<file path="config.mk">
export PLATFORM = sky130hd
export DESIGN_NAME = decimal_triple_record_parser
export DESIGN_NICKNAME = d
export VERILOG_FILES = /design/src/rtl/dtrp_pkg.sv /design/src/rtl/dtrp_res_fifo.sv /design/src/rtl/decimal_triple_record_parser.sv
export SDC_FILE = /design/constraint.sdc
export NUM_CORES = 1
export LEC_CHECK = 0
export BUFFER_PORTS_ARGS = -buffer_cell sky130_fd_sc_hd__buf_2
export CORE_MARGIN = 2
export CORE_UTILIZATION = 51
export DETAILED_ROUTE_END_ITERATION = 16
export MAX_ROUTING_LAYER = met4
export PLACE_DENSITY = 0.71
export SYNTH_ARGS = -nofsm -noshare
export SYNTH_HDL_FRONTEND = slang
export SYNTH_HIERARCHICAL = 1
export SYNTH_SLANG_ARGS = --single-unit
export TNS_END_PERCENT = 30
</file>
<file path="constraint.sdc">
create_clock -name clk -period 10.87 [get_ports clk]
set_input_delay 2.7175 -clock clk [delete_from_list [all_inputs] [get_ports clk]]
set_output_delay 2.7175 -clock clk [all_outputs]
set_load 0.05 [all_outputs]
</file>
<file path="src/rtl/dtrp_pkg.sv">
// shared types, constants and header table for the decimal triple record parser
package dtrp_pkg;

	// fixed file header
	localparam int unsigned HEADER_LEN = 25;
	localparam logic [4:0] HEADER_END = 5'(HEADER_LEN);
	localparam logic [7:0] HDR_TEXT [32] = '{
		8'h63, 8'h72, 8'h6f, 8'h73, 8'h73, 8'h70, 8'h6f, 8'h69,
		8'h6e, 8'h74, 8'h2d, 8'h68, 8'h69, 8'h67, 8'h68, 8'h6c,
		8'h69, 8'h67, 8'h68, 8'h74, 8'h73, 8'h2d, 8'h76, 8'h31,
		8'h0a, 8'h00, 8'h00, 8'h00, 8'h00, 8'h00, 8'h00, 8'h00
	};

	// character codes
	localparam logic [7:0] CH_NEWLINE = 8'h0a;
	localparam logic [7:0] CH_SPACE   = 8'h20;
	localparam logic [7:0] CH_ZERO    = 8'h30;
	localparam logic [7:0] CH_NINE    = 8'h39;

	// limits
	localparam logic [24:0] BYTE_COUNT_MAX = 25'h1ff_ffff;
	localparam logic [35:0] SPINE_MAX      = 36'd65535;
	localparam logic [1:0]  LAST_FIELD     = 2'd2;

	// configuration register indexes
	localparam logic [1:0] REG_MAX_WORD    = 2'd0;
	localparam logic [1:0] REG_MAX_RECORDS = 2'd1;
	localparam logic [1:0] REG_MAX_BYTES   = 2'd2;

	// reset values of the configuration registers
	localparam logic [31:0] MAX_WORD_RST    = 32'hffff_fffe;
	localparam logic [15:0] MAX_RECORDS_RST = 16'd256;
	localparam logic [23:0] MAX_BYTES_RST   = 24'd65536;

	// result queue depth
	localparam int unsigned FIFO_DEPTH = 4;
	localparam int unsigned FIFO_AW    = $clog2(FIFO_DEPTH);
	localparam int unsigned FIFO_CW    = $clog2(FIFO_DEPTH + 1);

	typedef enum logic [1:0] {
		KIND_RECORD = 2'd0,
		KIND_OK     = 2'd1,
		KIND_FAIL   = 2'd2
	} kind_t;

	typedef struct packed {
		kind_t       kind;
		logic [15:0] spine;
		logic [31:0] start_word;
		logic [31:0] end_word;
		logic        run_last;
	} res_t;

	// push request from the parser into the result queue
	typedef struct packed {
		logic [1:0] cnt;
		res_t       first;
		res_t       second;
	} push_t;

endpackage

</file>
<file path="src/rtl/dtrp_res_fifo.sv">
// small result queue: up to two pushes and one pop per cycle
module dtrp_res_fifo (
	input  logic                           clk,
	input  logic                           arst_n,
	input  dtrp_pkg::push_t                push,
	input  logic                           pop,
	output dtrp_pkg::res_t                 head,
	output logic                           not_empty,
	output logic [dtrp_pkg::FIFO_CW-1:0]   level
);

	dtrp_pkg::res_t                 mem_q [dtrp_pkg::FIFO_DEPTH];
	logic [dtrp_pkg::FIFO_AW-1:0]   wr_ptr_q;
	logic [dtrp_pkg::FIFO_AW-1:0]   rd_ptr_q;
	logic [dtrp_pkg::FIFO_CW-1:0]   count_q;
	logic [dtrp_pkg::FIFO_AW-1:0]   wr_ptr_nx;
	logic                           do_pop;

	assign wr_ptr_nx = wr_ptr_q + dtrp_pkg::FIFO_AW'(1);
	assign do_pop    = pop && (count_q != '0);
	assign head      = mem_q[rd_ptr_q];
	assign not_empty = (count_q != '0);
	assign level     = count_q;

	// entry storage
	always_ff @(posedge clk) begin
		if (push.cnt != 2'd0) begin
			mem_q[wr_ptr_q] <= push.first;
		end
		if (push.cnt == 2'd2) begin
			mem_q[wr_ptr_nx] <= push.second;
		end
	end

	// pointers and fill level
	always_ff @(posedge clk or negedge arst_n) begin
		if (!arst_n) begin
			wr_ptr_q <= '0;
			rd_ptr_q <= '0;
			count_q  <= '0;
		end else begin
			wr_ptr_q <= wr_ptr_q + dtrp_pkg::FIFO_AW'(push.cnt);
			if (do_pop) begin
				rd_ptr_q <= rd_ptr_q + dtrp_pkg::FIFO_AW'(1);
			end
			count_q <= count_q + dtrp_pkg::FIFO_CW'(push.cnt) - dtrp_pkg::FIFO_CW'(do_pop);
		end
	end

	// queue never holds more than its depth
	a_count_range: assert property (@(posedge clk) disable iff (!arst_n)
		count_q <= dtrp_pkg::FIFO_CW'(dtrp_pkg::FIFO_DEPTH))
		else $error("result queue over depth");

	// a push never overruns the free space
	a_no_overrun: assert property (@(posedge clk) disable iff (!arst_n)
		(32'(count_q) + 32'(push.cnt) - 32'(do_pop)) <= dtrp_pkg::FIFO_DEPTH)
		else $error("result queue overrun");

	// pointer distance matches the fill level
	a_ptr_level: assert property (@(posedge clk) disable iff (!arst_n)
		(count_q != dtrp_pkg::FIFO_CW'(dtrp_pkg::FIFO_DEPTH)) |->
		(dtrp_pkg::FIFO_AW'(wr_ptr_q - rd_ptr_q) == dtrp_pkg::FIFO_AW'(count_q)))
		else $error("result queue pointers out of step");

endmodule

</file>
<file path="src/rtl/decimal_triple_record_parser.sv">
// top level: byte stream parser for range-record text files with config registers
//
// Input channel (in_valid/in_ready) moves one item per transfer: data_byte with
// byte_valid, and end_of_data to close the file. Output channel (out_valid/out_ready)
// moves one result per transfer: a range record (kind 0) for every good line, and one
// status (kind 1 ok, kind 2 failed) after the item that carries end_of_data.
// run_last marks the last result caused by one input item.
// An accepted item lands in an input register and is parsed there once the queue has
// room; its results are registered in the result queue, and out_valid rises once they
// are stored there. The parser takes one item per cycle; the only limit is the
// four-entry result queue, which must have room for two results, so an item that yields
// a record and a status costs the output side two transfers.
// When the receiver stalls, results pile up in the queue and in_ready drops once
// fewer than two entries are free; nothing is lost. Reset (arst_n low) empties the
// queue, clears the file state and loads the register defaults. The user must write
// registers over the APB port while idle only; the block does not enforce it.
module decimal_triple_record_parser (
	input  logic        clk,
	input  logic        arst_n,
	// input channel
	input  logic        in_valid,
	output logic        in_ready,
	input  logic [7:0]  data_byte,
	input  logic        byte_valid,
	input  logic        end_of_data,
	// output channel
	output logic        out_valid,
	input  logic        out_ready,
	output logic [1:0]  kind,
	output logic [15:0] spine,
	output logic [31:0] start_word,
	output logic [31:0] end_word,
	output logic        run_last,
	// configuration port
	input  logic        psel,
	input  logic        penable,
	input  logic        pwrite,
	input  logic [3:0]  paddr,
	input  logic [31:0] pwdata,
	output logic [31:0] prdata,
	output logic        pready
);

	// configuration registers
	logic [31:0] max_word_q;
	logic [15:0] max_records_q;
	logic [23:0] max_bytes_q;
	logic        cfg_wr;

	// input stage
	logic        v_s1;
	logic [7:0]  data_byte_s1;
	logic        byte_valid_s1;
	logic        end_of_data_s1;
	logic        adv_s1;
	logic        room;

	// file state
	logic [24:0] byte_count_q;
	logic [4:0]  header_pos_q;
	logic [1:0]  field_index_q;
	logic        digit_seen_q;
	logic [31:0] accumulator_q;
	logic [15:0] held_spine_q;
	logic [31:0] held_start_q;
	logic [15:0] record_count_q;
	logic        failed_q;

	// next file state
	logic [24:0] byte_count_d;
	logic [4:0]  header_pos_d;
	logic [1:0]  field_index_d;
	logic        digit_seen_d;
	logic [31:0] accumulator_d;
	logic [15:0] held_spine_d;
	logic [31:0] held_start_d;
	logic [15:0] record_count_d;
	logic        failed_d;

	// parse helpers
	logic [24:0] bc_inc;
	logic [35:0] digit_val;
	logic [35:0] digit_lim;
	logic        is_digit;
	logic        rec_fire;
	logic        file_bad;

	dtrp_pkg::push_t                 push;
	dtrp_pkg::res_t                  head;
	logic                            q_not_empty;
	logic [dtrp_pkg::FIFO_CW-1:0]    q_level;

	// apb register file
	assign pready = 1'b1;
	assign cfg_wr = psel && penable && pwrite;

	always_ff @(posedge clk or negedge arst_n) begin
		if (!arst_n) begin
			max_word_q    <= dtrp_pkg::MAX_WORD_RST;
			max_records_q <= dtrp_pkg::MAX_RECORDS_RST;
			max_bytes_q   <= dtrp_pkg::MAX_BYTES_RST;
		end else if (cfg_wr) begin
			case (paddr[3:2])
				dtrp_pkg::REG_MAX_WORD:    max_word_q    <= pwdata;
				dtrp_pkg::REG_MAX_RECORDS: max_records_q <= pwdata[15:0];
				dtrp_pkg::REG_MAX_BYTES:   max_bytes_q   <= pwdata[23:0];
				default: ;
			endcase
		end
	end

	always_comb begin
		case (paddr[3:2])
			dtrp_pkg::REG_MAX_WORD:    prdata = max_word_q;
			dtrp_pkg::REG_MAX_RECORDS: prdata = {16'd0, max_records_q};
			dtrp_pkg::REG_MAX_BYTES:   prdata = {8'd0, max_bytes_q};
			default:                   prdata = 32'd0;
		endcase
	end

	// input register, advances when the queue has room for two results
	assign room     = (q_level <= dtrp_pkg::FIFO_CW'(dtrp_pkg::FIFO_DEPTH - 2));
	assign adv_s1   = v_s1 && room;
	assign in_ready = !v_s1 || room;

	always_ff @(posedge clk or negedge arst_n) begin
		if (!arst_n) begin
			v_s1 <= 1'b0;
		end else if (in_ready) begin
			v_s1 <= in_valid;
		end
	end

	always_ff @(posedge clk) begin
		if (in_ready && in_valid) begin
			data_byte_s1   <= data_byte;
			byte_valid_s1  <= byte_valid;
			end_of_data_s1 <= end_of_data;
		end
	end

	// per-byte arithmetic
	assign bc_inc    = (byte_count_q == dtrp_pkg::BYTE_COUNT_MAX) ?
		byte_count_q : byte_count_q + 25'd1;
	assign is_digit  = (data_byte_s1 >= dtrp_pkg::CH_ZERO) && (data_byte_s1 <= dtrp_pkg::CH_NINE);
	assign digit_val = ({4'd0, accumulator_q} << 3) + ({4'd0, accumulator_q} << 1)
		+ {32'd0, data_byte_s1[3:0]};
	assign digit_lim = (field_index_q == 2'd0) ? dtrp_pkg::SPINE_MAX : {4'd0, max_word_q};

	// byte step and end-of-file check
	always_comb begin
		byte_count_d   = byte_count_q;
		header_pos_d   = header_pos_q;
		field_index_d  = field_index_q;
		digit_seen_d   = digit_seen_q;
		accumulator_d  = accumulator_q;
		held_spine_d   = held_spine_q;
		held_start_d   = held_start_q;
		record_count_d = record_count_q;
		failed_d       = failed_q;
		rec_fire       = 1'b0;

		if (byte_valid_s1) begin
			byte_count_d = bc_inc;
			if (!failed_q) begin
				if (bc_inc > {1'b0, max_bytes_q}) begin
					failed_d = 1'b1;
				end else if (header_pos_q < dtrp_pkg::HEADER_END) begin
					if (data_byte_s1 != dtrp_pkg::HDR_TEXT[header_pos_q]) begin
						failed_d = 1'b1;
					end else begin
						header_pos_d = header_pos_q + 5'd1;
					end
				end else if (is_digit) begin
					if ((field_index_q > dtrp_pkg::LAST_FIELD) || (digit_val > digit_lim)) begin
						failed_d = 1'b1;
					end else begin
						accumulator_d = digit_val[31:0];
						digit_seen_d  = 1'b1;
					end
				end else if (data_byte_s1 == dtrp_pkg::CH_SPACE) begin
					if (!digit_seen_q || (field_index_q >= dtrp_pkg::LAST_FIELD)) begin
						failed_d = 1'b1;
					end else begin
						if (field_index_q == 2'd0) begin
							held_spine_d = accumulator_q[15:0];
						end else begin
							held_start_d = accumulator_q;
						end
						field_index_d = field_index_q + 2'd1;
						digit_seen_d  = 1'b0;
						accumulator_d = 32'd0;
					end
				end else if (data_byte_s1 == dtrp_pkg::CH_NEWLINE) begin
					if ((field_index_q != dtrp_pkg::LAST_FIELD) || !digit_seen_q ||
						(record_count_q >= max_records_q) || (accumulator_q < held_start_q)) begin
						failed_d = 1'b1;
					end else begin
						rec_fire       = 1'b1;
						record_count_d = record_count_q + 16'd1;
						field_index_d  = 2'd0;
						digit_seen_d   = 1'b0;
						accumulator_d  = 32'd0;
					end
				end else begin
					failed_d = 1'b1;
				end
			end
		end

		file_bad = failed_d || ((byte_count_d != 25'd0) &&
			((header_pos_d < dtrp_pkg::HEADER_END) || (field_index_d != 2'd0) || digit_seen_d));
	end

	// results pushed into the queue
	always_comb begin
		dtrp_pkg::res_t rec;
		dtrp_pkg::res_t status;

		rec.kind       = dtrp_pkg::KIND_RECORD;
		rec.spine      = held_spine_q;
		rec.start_word = held_start_q;
		rec.end_word   = accumulator_q;
		rec.run_last   = !end_of_data_s1;

		status.kind       = file_bad ? dtrp_pkg::KIND_FAIL : dtrp_pkg::KIND_OK;
		status.spine      = 16'd0;
		status.start_word = 32'd0;
		status.end_word   = 32'd0;
		status.run_last   = 1'b1;

		push.cnt    = 2'd0;
		push.first  = rec;
		push.second = status;
		if (adv_s1) begin
			if (rec_fire && end_of_data_s1) begin
				push.cnt = 2'd2;
			end else if (rec_fire) begin
				push.cnt = 2'd1;
			end else if (end_of_data_s1) begin
				push.cnt   = 2'd1;
				push.first = status;
			end
		end
	end

	// file state, cleared after the status result
	always_ff @(posedge clk or negedge arst_n) begin
		if (!arst_n) begin
			byte_count_q   <= '0;
			header_pos_q   <= '0;
			field_index_q  <= '0;
			digit_seen_q   <= 1'b0;
			accumulator_q  <= '0;
			held_spine_q   <= '0;
			held_start_q   <= '0;
			record_count_q <= '0;
			failed_q       <= 1'b0;
		end else if (adv_s1) begin
			if (end_of_data_s1) begin
				byte_count_q   <= '0;
				header_pos_q   <= '0;
				field_index_q  <= '0;
				digit_seen_q   <= 1'b0;
				accumulator_q  <= '0;
				held_spine_q   <= '0;
				held_start_q   <= '0;
				record_count_q <= '0;
				failed_q       <= 1'b0;
			end else begin
				byte_count_q   <= byte_count_d;
				header_pos_q   <= header_pos_d;
				field_index_q  <= field_index_d;
				digit_seen_q   <= digit_seen_d;
				accumulator_q  <= accumulator_d;
				held_spine_q   <= held_spine_d;
				held_start_q   <= held_start_d;
				record_count_q <= record_count_d;
				failed_q       <= failed_d;
			end
		end
	end

	// result queue
	dtrp_res_fifo u_res_fifo (
		.clk       (clk),
		.arst_n    (arst_n),
		.push      (push),
		.pop       (out_ready),
		.head      (head),
		.not_empty (q_not_empty),
		.level     (q_level)
	);

	assign out_valid  = q_not_empty;
	assign kind       = head.kind;
	assign spine      = head.spine;
	assign start_word = head.start_word;
	assign end_word   = head.end_word;
	assign run_last   = head.run_last;

	// header position never runs past the header
	a_hdr_range: assert property (@(posedge clk) disable iff (!arst_n)
		header_pos_q <= dtrp_pkg::HEADER_END)
		else $error("header position past header");

	// no body field before the header is complete
	a_body_after_hdr: assert property (@(posedge clk) disable iff (!arst_n)
		(header_pos_q < dtrp_pkg::HEADER_END) |->
		(field_index_q == 2'd0) && !digit_seen_q && (record_count_q == 16'd0))
		else $error("body state inside header");

	// with no byte counted the file state is untouched
	a_empty_clean: assert property (@(posedge clk) disable iff (!arst_n)
		(byte_count_q == 25'd0) |-> (header_pos_q == 5'd0) && !failed_q &&
		(record_count_q == 16'd0))
		else $error("file state moved without a byte");

	// an end item always leaves the file state cleared
	a_end_clears: assert property (@(posedge clk) disable iff (!arst_n)
		(adv_s1 && end_of_data_s1) |=> (byte_count_q == 25'd0) && !failed_q)
		else $error("file state not cleared at end");

endmodule

</file>
# [Yosys cells after proc, flatten, opt, wreduce, memory -nomap -nowiden]
# Memories as Yosys holds them, arrays and structs flattened.
# Index checks and enable logic that the tools add are counted.
[totals] reg_bits=220 output_inout_bits=118 ramBits=332 n_memories=2 wordCells=205 rom_bits=256 inputBits=53
[memory_table] memory="u_res_fifo.mem_q" depth=4 word_bits=83 read_ports=1 rd_ports_with_merged_regs=0 write_ports=2 line="dtrp_res_fifo.sv:12" rtl="dtrp_pkg::res_t mem_q [dtrp_pkg::FIFO_DEPTH];"
[memory_table] memory="(name not given)" depth=32 word_bits=8 read_ports=1 rd_ports_with_merged_regs=0 write_ports=0 line="decimal_triple_record_parser.sv:169" rtl="if (data_byte_s1 != dtrp_pkg::HDR_TEXT[header_pos_q]) begin"
[op_classes] bitwise=1 n_reduce_logical=38 n_mux=103 add_sub_neg=11 eq_ne=19 n_lt_le_gt_ge=12
[op_table] cell="2-to-1 mux 32 bit" count=21
[op_table] cell="2-to-1 mux 16 bit" count=18
[op_table] cell="2-to-1 mux 83 bit" count=2
[op_table] cell="case mux 32 bit (3 select lines)" count=1
[op_table] cell="2-to-1 mux 85 bit" count=1
[op_table] cell="2-to-1 mux 84 bit" count=1
[op_table] cell="2-to-1 mux 25 bit" count=3
[op_table] cell="adder 35 x 33 -> 36 bit" count=1
[op_table] cell="adder 36 x 4 -> 36 bit" count=1
[op_table] cell="greater-than comparator 36 x 32 -> 1 bit" count=1
[op_table] cell="2-to-1 mux 1 bit" count=36
[op_table] cell="AND reduction 9 bit" count=4
[op_table] cell="< comparator 32 bit" count=1
[op_table] cell="2-to-1 mux 5 bit" count=6
[op_table] cell="adder 25 x 1 -> 25 bit, second input constant" count=1
[op_table] cell="equality test 25 bit, second input constant" count=1
[op_table] cell="greater-than comparator 25 x 24 -> 1 bit" count=1
[op_table] cell="nonzero test 25 bit" count=1
[op_table] cell="2-to-1 mux 2 bit" count=12
[op_table] cell="inequality test 2 bit, second input constant" count=9
[op_table] cell="adder 16 x 1 -> 16 bit, second input constant" count=1
[op_table] cell="greater-or-equal comparator 16 bit" count=1
[op_table] cell="2-to-1 mux 8 bit" count=2
[op_table] cell="nonzero test 2 bit" count=6
[op_table] cell="other kinds (27)" count=52

# [Depth between registers and ports, before layout]
# Gate-level depths: netlist (run 1).
[depth] word_depth=25 depth_mapped=25 ltp_nobuf=23

# [Modules after synthesis]
# The synthesis (run 1) kept the hierarchy.
[modules_own_cells] module="dtrp_res_fifo" area_per_inst_um2=16977.5 instances=1 cells_each=842 seq_area_each_um2=10144.7
[modules_own_cells] module="decimal_triple_record_parser" area_per_inst_um2=16662.2 instances=1 cells_each=1911 seq_area_each_um2=5421.4

# [Worst setup path before layout (run 1)]
# No wires, ideal clock.
[synth_path] path_type="register to register" start="reg byte_count_q[5]" end="mem u_res_fifo/mem_q[0][0] in the netlist's numbering, enable pin" path_buffers=3 path_stages_with_launch=22 synth_period_minus_slack_ns=11.008 required_time_ns=10.231 setup_slack_ns=-0.138 setup_time_ns=0.639 arrival_ns=10.369 path_cell_list="dfrtp_1 > clkbuf_1 > nand3_1 > or3_1 > a21oi_1 > nand4_1 > nor3_1 > xor2_1 > ha_1 > nand4_1 > nor3_1 > nand4_1 > nor4_1 > a21oi_1 > or3_1 > buf_4 > nor2_2 > ha_1 > and3_1 > clkbuf_2 > o21bai_1 > o21ai_0"
[synth_rtl] element="start, declared" line="decimal_triple_record_parser.sv:59" rtl="logic [24:0] byte_count_q;"
[synth_rtl] element="start signal, assigned" line="decimal_triple_record_parser.sv:271" rtl="byte_count_q <= byte_count_d;"
[synth_rtl] element="end, declared" line="dtrp_res_fifo.sv:12"

==> impl_results.rst, run 1 <==
.. list-table::
   :header-rows: 1

   * - Metric
     - Value
   * - Post-route antenna net violation count
     - 0
   * - Peak VDD IR
     - 0.163 mV
   * - Port Buffer Count
     - 167
   * - Max Cap Viol
     - 0
   * - Req. time, crit path
     - 11,150 ps
   * - Crit-path slowest cell
     - sky130_fd_sc_hd__and4bb_4
   * - Worst setup slack after placement
     - 2590 ps
   * - Max H-tree Level
     - 2
   * - Fin cells
     - 4,088
   * - Path category of the worst min-delay check
     - flip-flop to flip-flop
   * - Cell type with the largest total area after synthesis
     - sky130_fd_sc_hd__edfxtp_1
   * - Critical Path End Type
     - flip-flop
   * - Clock net sink count
     - 552
   * - Combined area of the multi-input logic cells
     - 17,800 µm²
   * - Unrepaired setup endpoints after global routing
     - false
   * - Slew Viols, Final
     - 0
   * - Cell total after placement
     - 3,973
   * - Overflow left after global routing
     - 0
   * - Top cell by count, worst path
     - sky130_fd_sc_hd__nand4_1
   * - Number of fill cells
     - 5,319
   * - Clock Path Buffers
     - 3
   * - Post-route setup TNS
     - 0 ps
   * - Final number of hold-violating endpoints
     - 0
   * - Per-cell via count in the routed design
     - 5.63
   * - Setup Viol. Count Final
     - 0
   * - Element type at the critical path start
     - flip-flop
   * - Total routing usage reported by global routing
     - 0.258
   * - IO Pins
     - 171
   * - # DRC
     - 0
   * - Crit path time final
     - 8340 ps
   * - Yosys warning count
     - 6
   * - Number of flops mapped to enable cells by yosys
     - 342
   * - Data arrival time of the worst path
     - 8620 ps
   * - Total standard cell area after synthesis
     - 33,600 µm²
   * - CP Class
     - flip-flop to flip-flop
   * - Routed wire length per instance
     - 20.8 µm
   * - Clock insertion delay at the later pin of the skew report
     - 660 ps
   * - Layout area overhead
     - 13.1%
   * - CTS tree
     - built
   * - Number of distinct library cells after synthesis
     - 101
   * - Total of flip-flops plus latches after synthesis
     - 552
   * - Effective utilization at floorplan
     - 0.514
   * - Number of setup buffers added after CTS
     - 0
   * - Number of buffers and inverters on the critical path
     - 1
   * - Detailed placement HPWL
     - 59,100 µm
   * - Hold-fix buffers at CTS
     - 0
   * - Number of cells upsized or downsized after cts
     - 0
   * - Area fraction of the dominant cell type after synthesis
     - 0.305
   * - Global-route wire length before repair
     - 133,000 µm
   * - Antenna violations before repair
     - 1
   * - Relative slew slack
     - 0.142
   * - Pin count of the biggest net entering global routing
     - 83
   * - FF/Latch Area
     - 15,600 µm²
   * - Clk_skew
     - 28.9 ps
   * - CP top delay family
     - simple AND/OR/NAND/NOR gates
   * - Via Count
     - 23,003
   * - Placer's final routability congestion estimate
     - 0.909
   * - Fraction of layout cells with a size suffix above 1
     - 0.259
   * - Average instance area after synthesis
     - 12.2 µm²
   * - Number of violations reported at the end of detailed-routing iteration 0
     - 1,557
   * - Floorplan die area
     - 68,000 µm²
   * - Net total in the final layout
     - 3,409
   * - Sum of routed wire length over all layers
     - 85,200 µm
   * - Pwr/cell area
     - 189 nW/µm²
   * - Maximum operating frequency
     - 120 MHz
   * - Status
     - completed
   * - Crit path setup slack, layout
     - 2530 ps
   * - Core footprint
     - 65,500 µm²
   * - Final worst-path cycle share
     - 0.767
   * - Die Ht
     - 261 µm
   * - Primary FF master, synth
     - sky130_fd_sc_hd__edfxtp_1
   * - Register area share after synthesis
     - 0.463
   * - Crit Path Max Fanout
     - 33
   * - Die width
     - 261 µm
   * - Cell-by-cell listing of the critical path
     - ha_1 > nand2_1 > nor3_2 > nand4_1 > nand4_1 > nor2_1 > xor2_1 > ha_1 > nand4_1 > nor3_1 > nand4_1 > nor4_1 > a21oi_1 > or3_1 > nor2_2 > ha_1 > and3_1 > and4bb_4 > o21bai_4 > buf_4
   * - Top cells by area in the synthesized netlist
     - sky130_fd_sc_hd__edfxtp_1 (31%), sky130_fd_sc_hd__dfrtp_1 (13%), sky130_fd_sc_hd__mux2_2 (8.5%), sky130_fd_sc_hd__ha_1 (6.8%), sky130_fd_sc_hd__mux2_4 (5.8%)
   * - Proportion of synthesized flip-flops having asynchronous set or reset
     - 0.380
   * - Total leakage power
     - 16.3 nW
   * - Pin slew with the least headroom to its limit
     - 1280 ps
   * - Slowest cell delay on critical path
     - 890 ps
   * - Clock input transition at the sequential cells of the worst setup and hold paths
     - 60 ps
   * - TritonCTS buffer count
     - 60
   * - DR pass1 iterations
     - 5
   * - CTS root buffer
     - sky130_fd_sc_hd__clkbuf_16
   * - Vias in the first global route
     - 23,720
   * - FP Rows
     - 94
   * - Synthesized instance count
     - 2,753
-- cells in the final DEF, fill, tap and decap left out, drive strengths merged, types with 85 or more instances in the layout --
master,count
ha,182
a21oi,90
clkbuf,85
o21ai,141
dfrtp,177
inv,140
edfxtp,342
mux2,403
nand2,202
conb,325
buf,199
nor2,171
-- path summary, 6_finish.rpt --
path / from / endpoint / slack [ps] / cells past startpoint
min in group asynchronous: arst_n / record_count_q[7] / 2100 / 1
min reg2reg: held_spine_q[14] / held_spine_q[14] / 480 / 1
min: held_spine_q[14] / held_spine_q[14] / 480 / 1
max reg2reg: byte_count_q[0] / u_res_fifo/mem_q[2][27] / 2530 / 20
max in group asynchronous: arst_n / max_records_q[5] / 7360 / 2
max: byte_count_q[0] / u_res_fifo/mem_q[2][27] / 2530 / 20
-- cell usage after synthesis (43+ instances only) --
cell                       count
sky130_fd_sc_hd__mux2_4      129
sky130_fd_sc_hd__ha_1        182
sky130_fd_sc_hd__edfxtp_1    342
sky130_fd_sc_hd__mux2i_1      68
sky130_fd_sc_hd__dfrtp_1     177
sky130_fd_sc_hd__mux2_2      254
sky130_fd_sc_hd__a21oi_1      90
sky130_fd_sc_hd__nor2_1      169
sky130_fd_sc_hd__xnor2_1      49
sky130_fd_sc_hd__mux4_2       83
sky130_fd_sc_hd__inv_1       134
sky130_fd_sc_hd__nand2_1     201
sky130_fd_sc_hd__clkbuf_1     82
sky130_fd_sc_hd__nand3_1      43
sky130_fd_sc_hd__o21ai_0     132
-- logic make-up (layout without fill, tap and decap cells) --
group,Yosys count,count (layout),share of synthesized area
and+or+nand+nor,674,674,0.0991
muxes,554,554,0.225
DFF,552,552,0.463
AOI/OAI and AO/OA,410,410,0.0781
buffers and inverters,303,450,0.0463
adders and majority gates,185,185,0.0695
xor gates and xnor gates,73,73,0.0190
other,2,326,0.000223
-- metrics by stage --
| stage | util | hold WS (ps) | instance area (µm²) | total power [mW] |
|---|---|---|---|---|
| finish | 0.581 | 475 | 38000 | 7.17 |
| global route | 0.581 | 486 | 38000 | 7.48 |
| CTS | 0.581 | 479 | 38000 | 7.23 |
| detailed placement | 0.550 | 466 | 36100 | 5.19 |
| global placement | 0.550 | 460 | 36100 | 5.14 |
| floorplan | - | 449 | 34900 | 4.56 |
-- worst register-to-register path, cell delays in order (launching register included) --
cell                       delay [ps]
sky130_fd_sc_hd__dfrtp_1          500
sky130_fd_sc_hd__ha_1             280
sky130_fd_sc_hd__nand2_1          130
sky130_fd_sc_hd__nor3_2           360
sky130_fd_sc_hd__nand4_1          740
sky130_fd_sc_hd__nand4_1          520
sky130_fd_sc_hd__nor2_1           100
sky130_fd_sc_hd__xor2_1           160
sky130_fd_sc_hd__ha_1             330
sky130_fd_sc_hd__nand4_1          140
sky130_fd_sc_hd__nor3_1           380
sky130_fd_sc_hd__nand4_1          270
sky130_fd_sc_hd__nor4_1           330
sky130_fd_sc_hd__a21oi_1          180
sky130_fd_sc_hd__or3_1            560
sky130_fd_sc_hd__nor2_2           300
sky130_fd_sc_hd__ha_1             300
sky130_fd_sc_hd__and3_1           270
sky130_fd_sc_hd__and4bb_4         890
sky130_fd_sc_hd__o21bai_4         590
sky130_fd_sc_hd__buf_4            620
-- power by group --
part,leakage [nW],switching (mW),internal [mW]
registers,5.88,0.234,2.52
logic,9.42,1.64,0.737
clock network,0.955,0.882,1.16
total,16.3,2.76,4.42
-- state kept, by name, indices dropped and copies added (netlist names), 3 cells and up --
signal            count
accumulator_q        32
byte_count_q         25
data_byte_s1          8
header_pos_q          5
held_spine_q         16
held_start_q         32
max_bytes_q          24
max_records_q        16
max_word_q           32
record_count_q       16
u_res_fifo/level      3
u_res_fifo/mem_q    332
-- layer usage --
| metal | part of all wire | wire, µm | vias up | global-route usage |
|---|---|---|---|---|
| li1 | - | - | 10732 | - |
| met1 | 0.43 | 36800 | 11527 | 0.332 |
| met2 | 0.50 | 42300 | 610 | 0.434 |
| met3 | 0.045 | 3820 | 134 | 0.0240 |
| met4 | 0.028 | 2350 | 0 | 0.0773 |
| met5 | 0 | 0 | - | - |
-- cell type report --
type                       instances  area share
multi-input combinational       2221       0.468
sequential                       552       0.409
clock buffer                      84      0.0434
timing repair buffer             200      0.0287
tap                              864      0.0284
inverter                         136      0.0134
clock inverter                    30     0.00842
antenna                            1   0.0000658
Power figures use the tool's default switching activity.
==> run 2: changes to the inputs <==
Clock period 10.87 ns to 7.63 ns, I/O delays scaled along.
==> run 2 against run 1 <==
Sequential share of layout area down 0.29 points. Largest power group unchanged. Routed wire length up 0.71%. Clock power up 37%. Critical path depth up 1. Design area up 0.70%. Core utilization up 0.41 points. Die area unchanged. Power up 41%. Sequential cell count unchanged. Worst hold slack about the same. First-iteration DRC count down 12%. Sequential power up 42%.
==> impl_results.rst, run 2 (synthesis gave the netlist of run 1 again) <==
.. list-table::
   :header-rows: 1

   * - Metric
     - Value
   * - Effective utilization at floorplan
     - 0.514
   * - Number of diodes added for antenna fixing
     - 0
   * - Hold-fix buffers at CTS
     - 0
   * - Crit Path Max Fanout
     - 5
   * - Slowest cell delay on critical path
     - 580 ps
   * - Peak VDD IR
     - 0.310 mV
   * - Global-route wire length before repair
     - 135,000 µm
   * - Core footprint
     - 65,500 µm²
   * - Worst-case register-to-register setup slack
     - 380 ps
   * - Start point of the worst min-delay path
     - held_start_q[16]
   * - IO Pins
     - 171
   * - Antenna violations before repair
     - 0
   * - Floorplan die area
     - 68,000 µm²
   * - Data arrival time of the worst path
     - 7650 ps
   * - Element type at the critical path start
     - flip-flop
   * - Slew Viols, Final
     - 0
   * - Number of setup buffers added after CTS
     - 0
   * - Cells on worst reg2reg path
     - 21
   * - Sum of routed wire length over all layers
     - 85,800 µm
   * - Total routing usage reported by global routing
     - 0.262
   * - Layout area overhead
     - 13.9%
   * - Pin slew with the least headroom to its limit
     - 1170 ps
   * - Number of violations reported at the end of detailed-routing iteration 0
     - 1,365
   * - Destination of the worst register-to-register timing path
     - u_res_fifo/mem_q[3][81]
   * - Commonest non-fill, non-tap cells in the layout
     - sky130_fd_sc_hd__edfxtp_1 (342), sky130_fd_sc_hd__conb_1 (325), sky130_fd_sc_hd__mux2_2 (254), sky130_fd_sc_hd__nand2_1 (200), sky130_fd_sc_hd__ha_1 (182)
   * - Via Count
     - 23,214
   * - Net total in the final layout
     - 3,428
   * - Overflow left after global routing
     - 0
   * - Fin cells
     - 4,104
   * - Port Buffer Count
     - 167
   * - Detailed placement HPWL
     - 59,500 µm
   * - TritonCTS buffer count
     - 59
   * - Clk_skew
     - 43.8 ps
   * - Total leakage power
     - 16.4 nW
   * - Clock insertion delay at the later pin of the skew report
     - 650 ps
   * - Final number of hold-violating endpoints
     - 0
   * - Max H-tree Level
     - 2
   * - Die width
     - 261 µm
   * - # DRC
     - 0
   * - Req. time, crit path
     - 8030 ps
   * - Clock net sink count
     - 552
   * - Startpoint of the lowest-slack register-to-register path
     - data_byte_s1[3]
   * - CTS tree
     - built
   * - Pwr/cell area
     - 265 nW/µm²
   * - Maximum operating frequency
     - 138 MHz
   * - Crit-path slowest cell
     - sky130_fd_sc_hd__fa_1
   * - Path category of the worst min-delay check
     - flip-flop to flip-flop
   * - Status
     - completed
   * - FP Rows
     - 94
   * - Per-cell via count in the routed design
     - 5.66
   * - CP Class
     - flip-flop to flip-flop
   * - Setup Viol. Count Final
     - 0
   * - Die Ht
     - 261 µm
   * - DR pass1 iterations
     - 5
   * - Worst setup slack after placement
     - 391 ps
   * - Relative slew slack
     - 0.219
   * - Max reg flops
     - 332
   * - Number of cells upsized or downsized after cts
     - 0
   * - Worst Hold Path Cells
     - 2
   * - Routed wire length per instance
     - 20.9 µm
   * - Clock Path Buffers
     - 3
   * - Post-route antenna net violation count
     - 0
   * - Combined area of the multi-input logic cells
     - 17,800 µm²
   * - Endpoint with the worst hold slack
     - held_start_q[16]
   * - Cell total after placement
     - 3,993
   * - Pin count of the biggest net entering global routing
     - 113
   * - Unrepaired setup endpoints after global routing
     - false
   * - CTS root buffer
     - sky130_fd_sc_hd__clkbuf_16
   * - FF/Latch Area
     - 15,600 µm²
   * - Max Cap Viol
     - 0
   * - Cell-by-cell listing of the critical path
     - fa_1 > fa_1 > a21o_1 > a221o_1 > a21oi_1 > a21oi_1 > nand2b_1 > a31oi_1 > xnor2_1 > ha_1 > nand4_1 > nor4_1 > nand4_1 > o22a_1 > a311oi_1 > o31ai_1 > nor4_1 > nor4b_1 > o41ai_2 > and4_1 > mux2_4
   * - Placer's final routability congestion estimate
     - 0.906
   * - Final worst-path cycle share
     - 0.950
   * - Total power of the final layout
     - 10.1 mW
   * - Vias in the first global route
     - 24,036
   * - Fraction of layout cells with a size suffix above 1
     - 0.263
   * - Crit path time final
     - 7250 ps
   * - Clock input transition at the sequential cells of the worst setup and hold paths
     - 60 ps
   * - Register with the most flip-flops
     - u_res_fifo/mem_q
   * - Number of fill cells
     - 5,276
   * - Commonest non-fill, non-tap cell in the layout
     - sky130_fd_sc_hd__edfxtp_1
   * - Crit path setup slack, layout
     - 380 ps
   * - Critical Path End Type
     - flip-flop
[run 2: cell types whose count changed in the layout (fill, tap and decap cells not counted)]
cell                         before  now
sky130_fd_sc_hd__bufinv_16        4    3
sky130_fd_sc_hd__inv_4            1    0
sky130_fd_sc_hd__clkinvlp_4       3    2
sky130_fd_sc_hd__buf_12           0   18
sky130_fd_sc_hd__clkbuf_16       60   59
sky130_fd_sc_hd__diode_2          1    0
sky130_fd_sc_hd__buf_4           33   35
sky130_fd_sc_hd__clkbuf_8         7    2
sky130_fd_sc_hd__clkinv_1         7   17
sky130_fd_sc_hd__clkbuf_1        18    8
sky130_fd_sc_hd__clkinv_2         9   15
sky130_fd_sc_hd__clkinv_4         1    0
sky130_fd_sc_hd__inv_8            0    1
[run 2: worst max-delay path by stage]
stage	startpoint	end	slack [ps]	depth (start not counted)
after floorplan	byte_count_q[5]	u_res_fifo/mem_q[1][0]	-900	20
after global placement	data_byte_s1[3]	u_res_fifo/mem_q[3][81]	470	21
after detailed placement	data_byte_s1[3]	u_res_fifo/mem_q[3][81]	390	21
after CTS	data_byte_s1[3]	u_res_fifo/mem_q[3][81]	360	21
after global routing	data_byte_s1[3]	u_res_fifo/mem_q[1][81]	5	21
final	data_byte_s1[3]	u_res_fifo/mem_q[3][81]	380	21
[run 2: area by class of cell]
class                   count  share of cell area
clock buffers              68              0.0397
clock inverters            43             0.00905
inverters                 136              0.0133
multi-input cells        2221               0.465
flip-flops and latches    552               0.407
well taps                 864              0.0282
repair buffers            220              0.0383
[run 2: critical path: cells and delay by family, from the launching register on]
kind,cells,cell delay (ps)
DFF,1,550
and+or+nand+nor,7,2540
AOI/OAI and AO/OA,9,2110
adders and majority gates,3,1400
muxes,1,270
xor gates and xnor gates,1,120
[run 2: layer usage]
metal / vias up / track usage / share of wire
met2: 587 / 0.441 / 0.50
met5: - / - / 0
li1: 10772 / - / -
met1: 11742 / 0.338 / 0.43
met4: 0 / 0.0629 / 0.023
met3: 113 / 0.0314 / 0.044
[run 2: power breakdown]
| group | internal (mW) | switching, mW | total (mW) |
|---|---|---|---|
| registers | 3.59 | 0.310 | 3.90 |
| logic | 1.08 | 2.38 | 3.46 |
| clock network | 1.54 | 1.25 | 2.79 |
[run 2: per-stage QoR]
step / hold slack [ps] / utilization / area, µm² / setup TNS (ps)
detailed placement: 466 / 0.556 / 36400 / 0
floorplan: 449 / - / 34900 / -150180
global placement: 458 / 0.556 / 36400 / 0
global route: 495 / 0.585 / 38300 / 0
finish: 475 / 0.585 / 38300 / 0
CTS: 479 / 0.585 / 38300 / 0
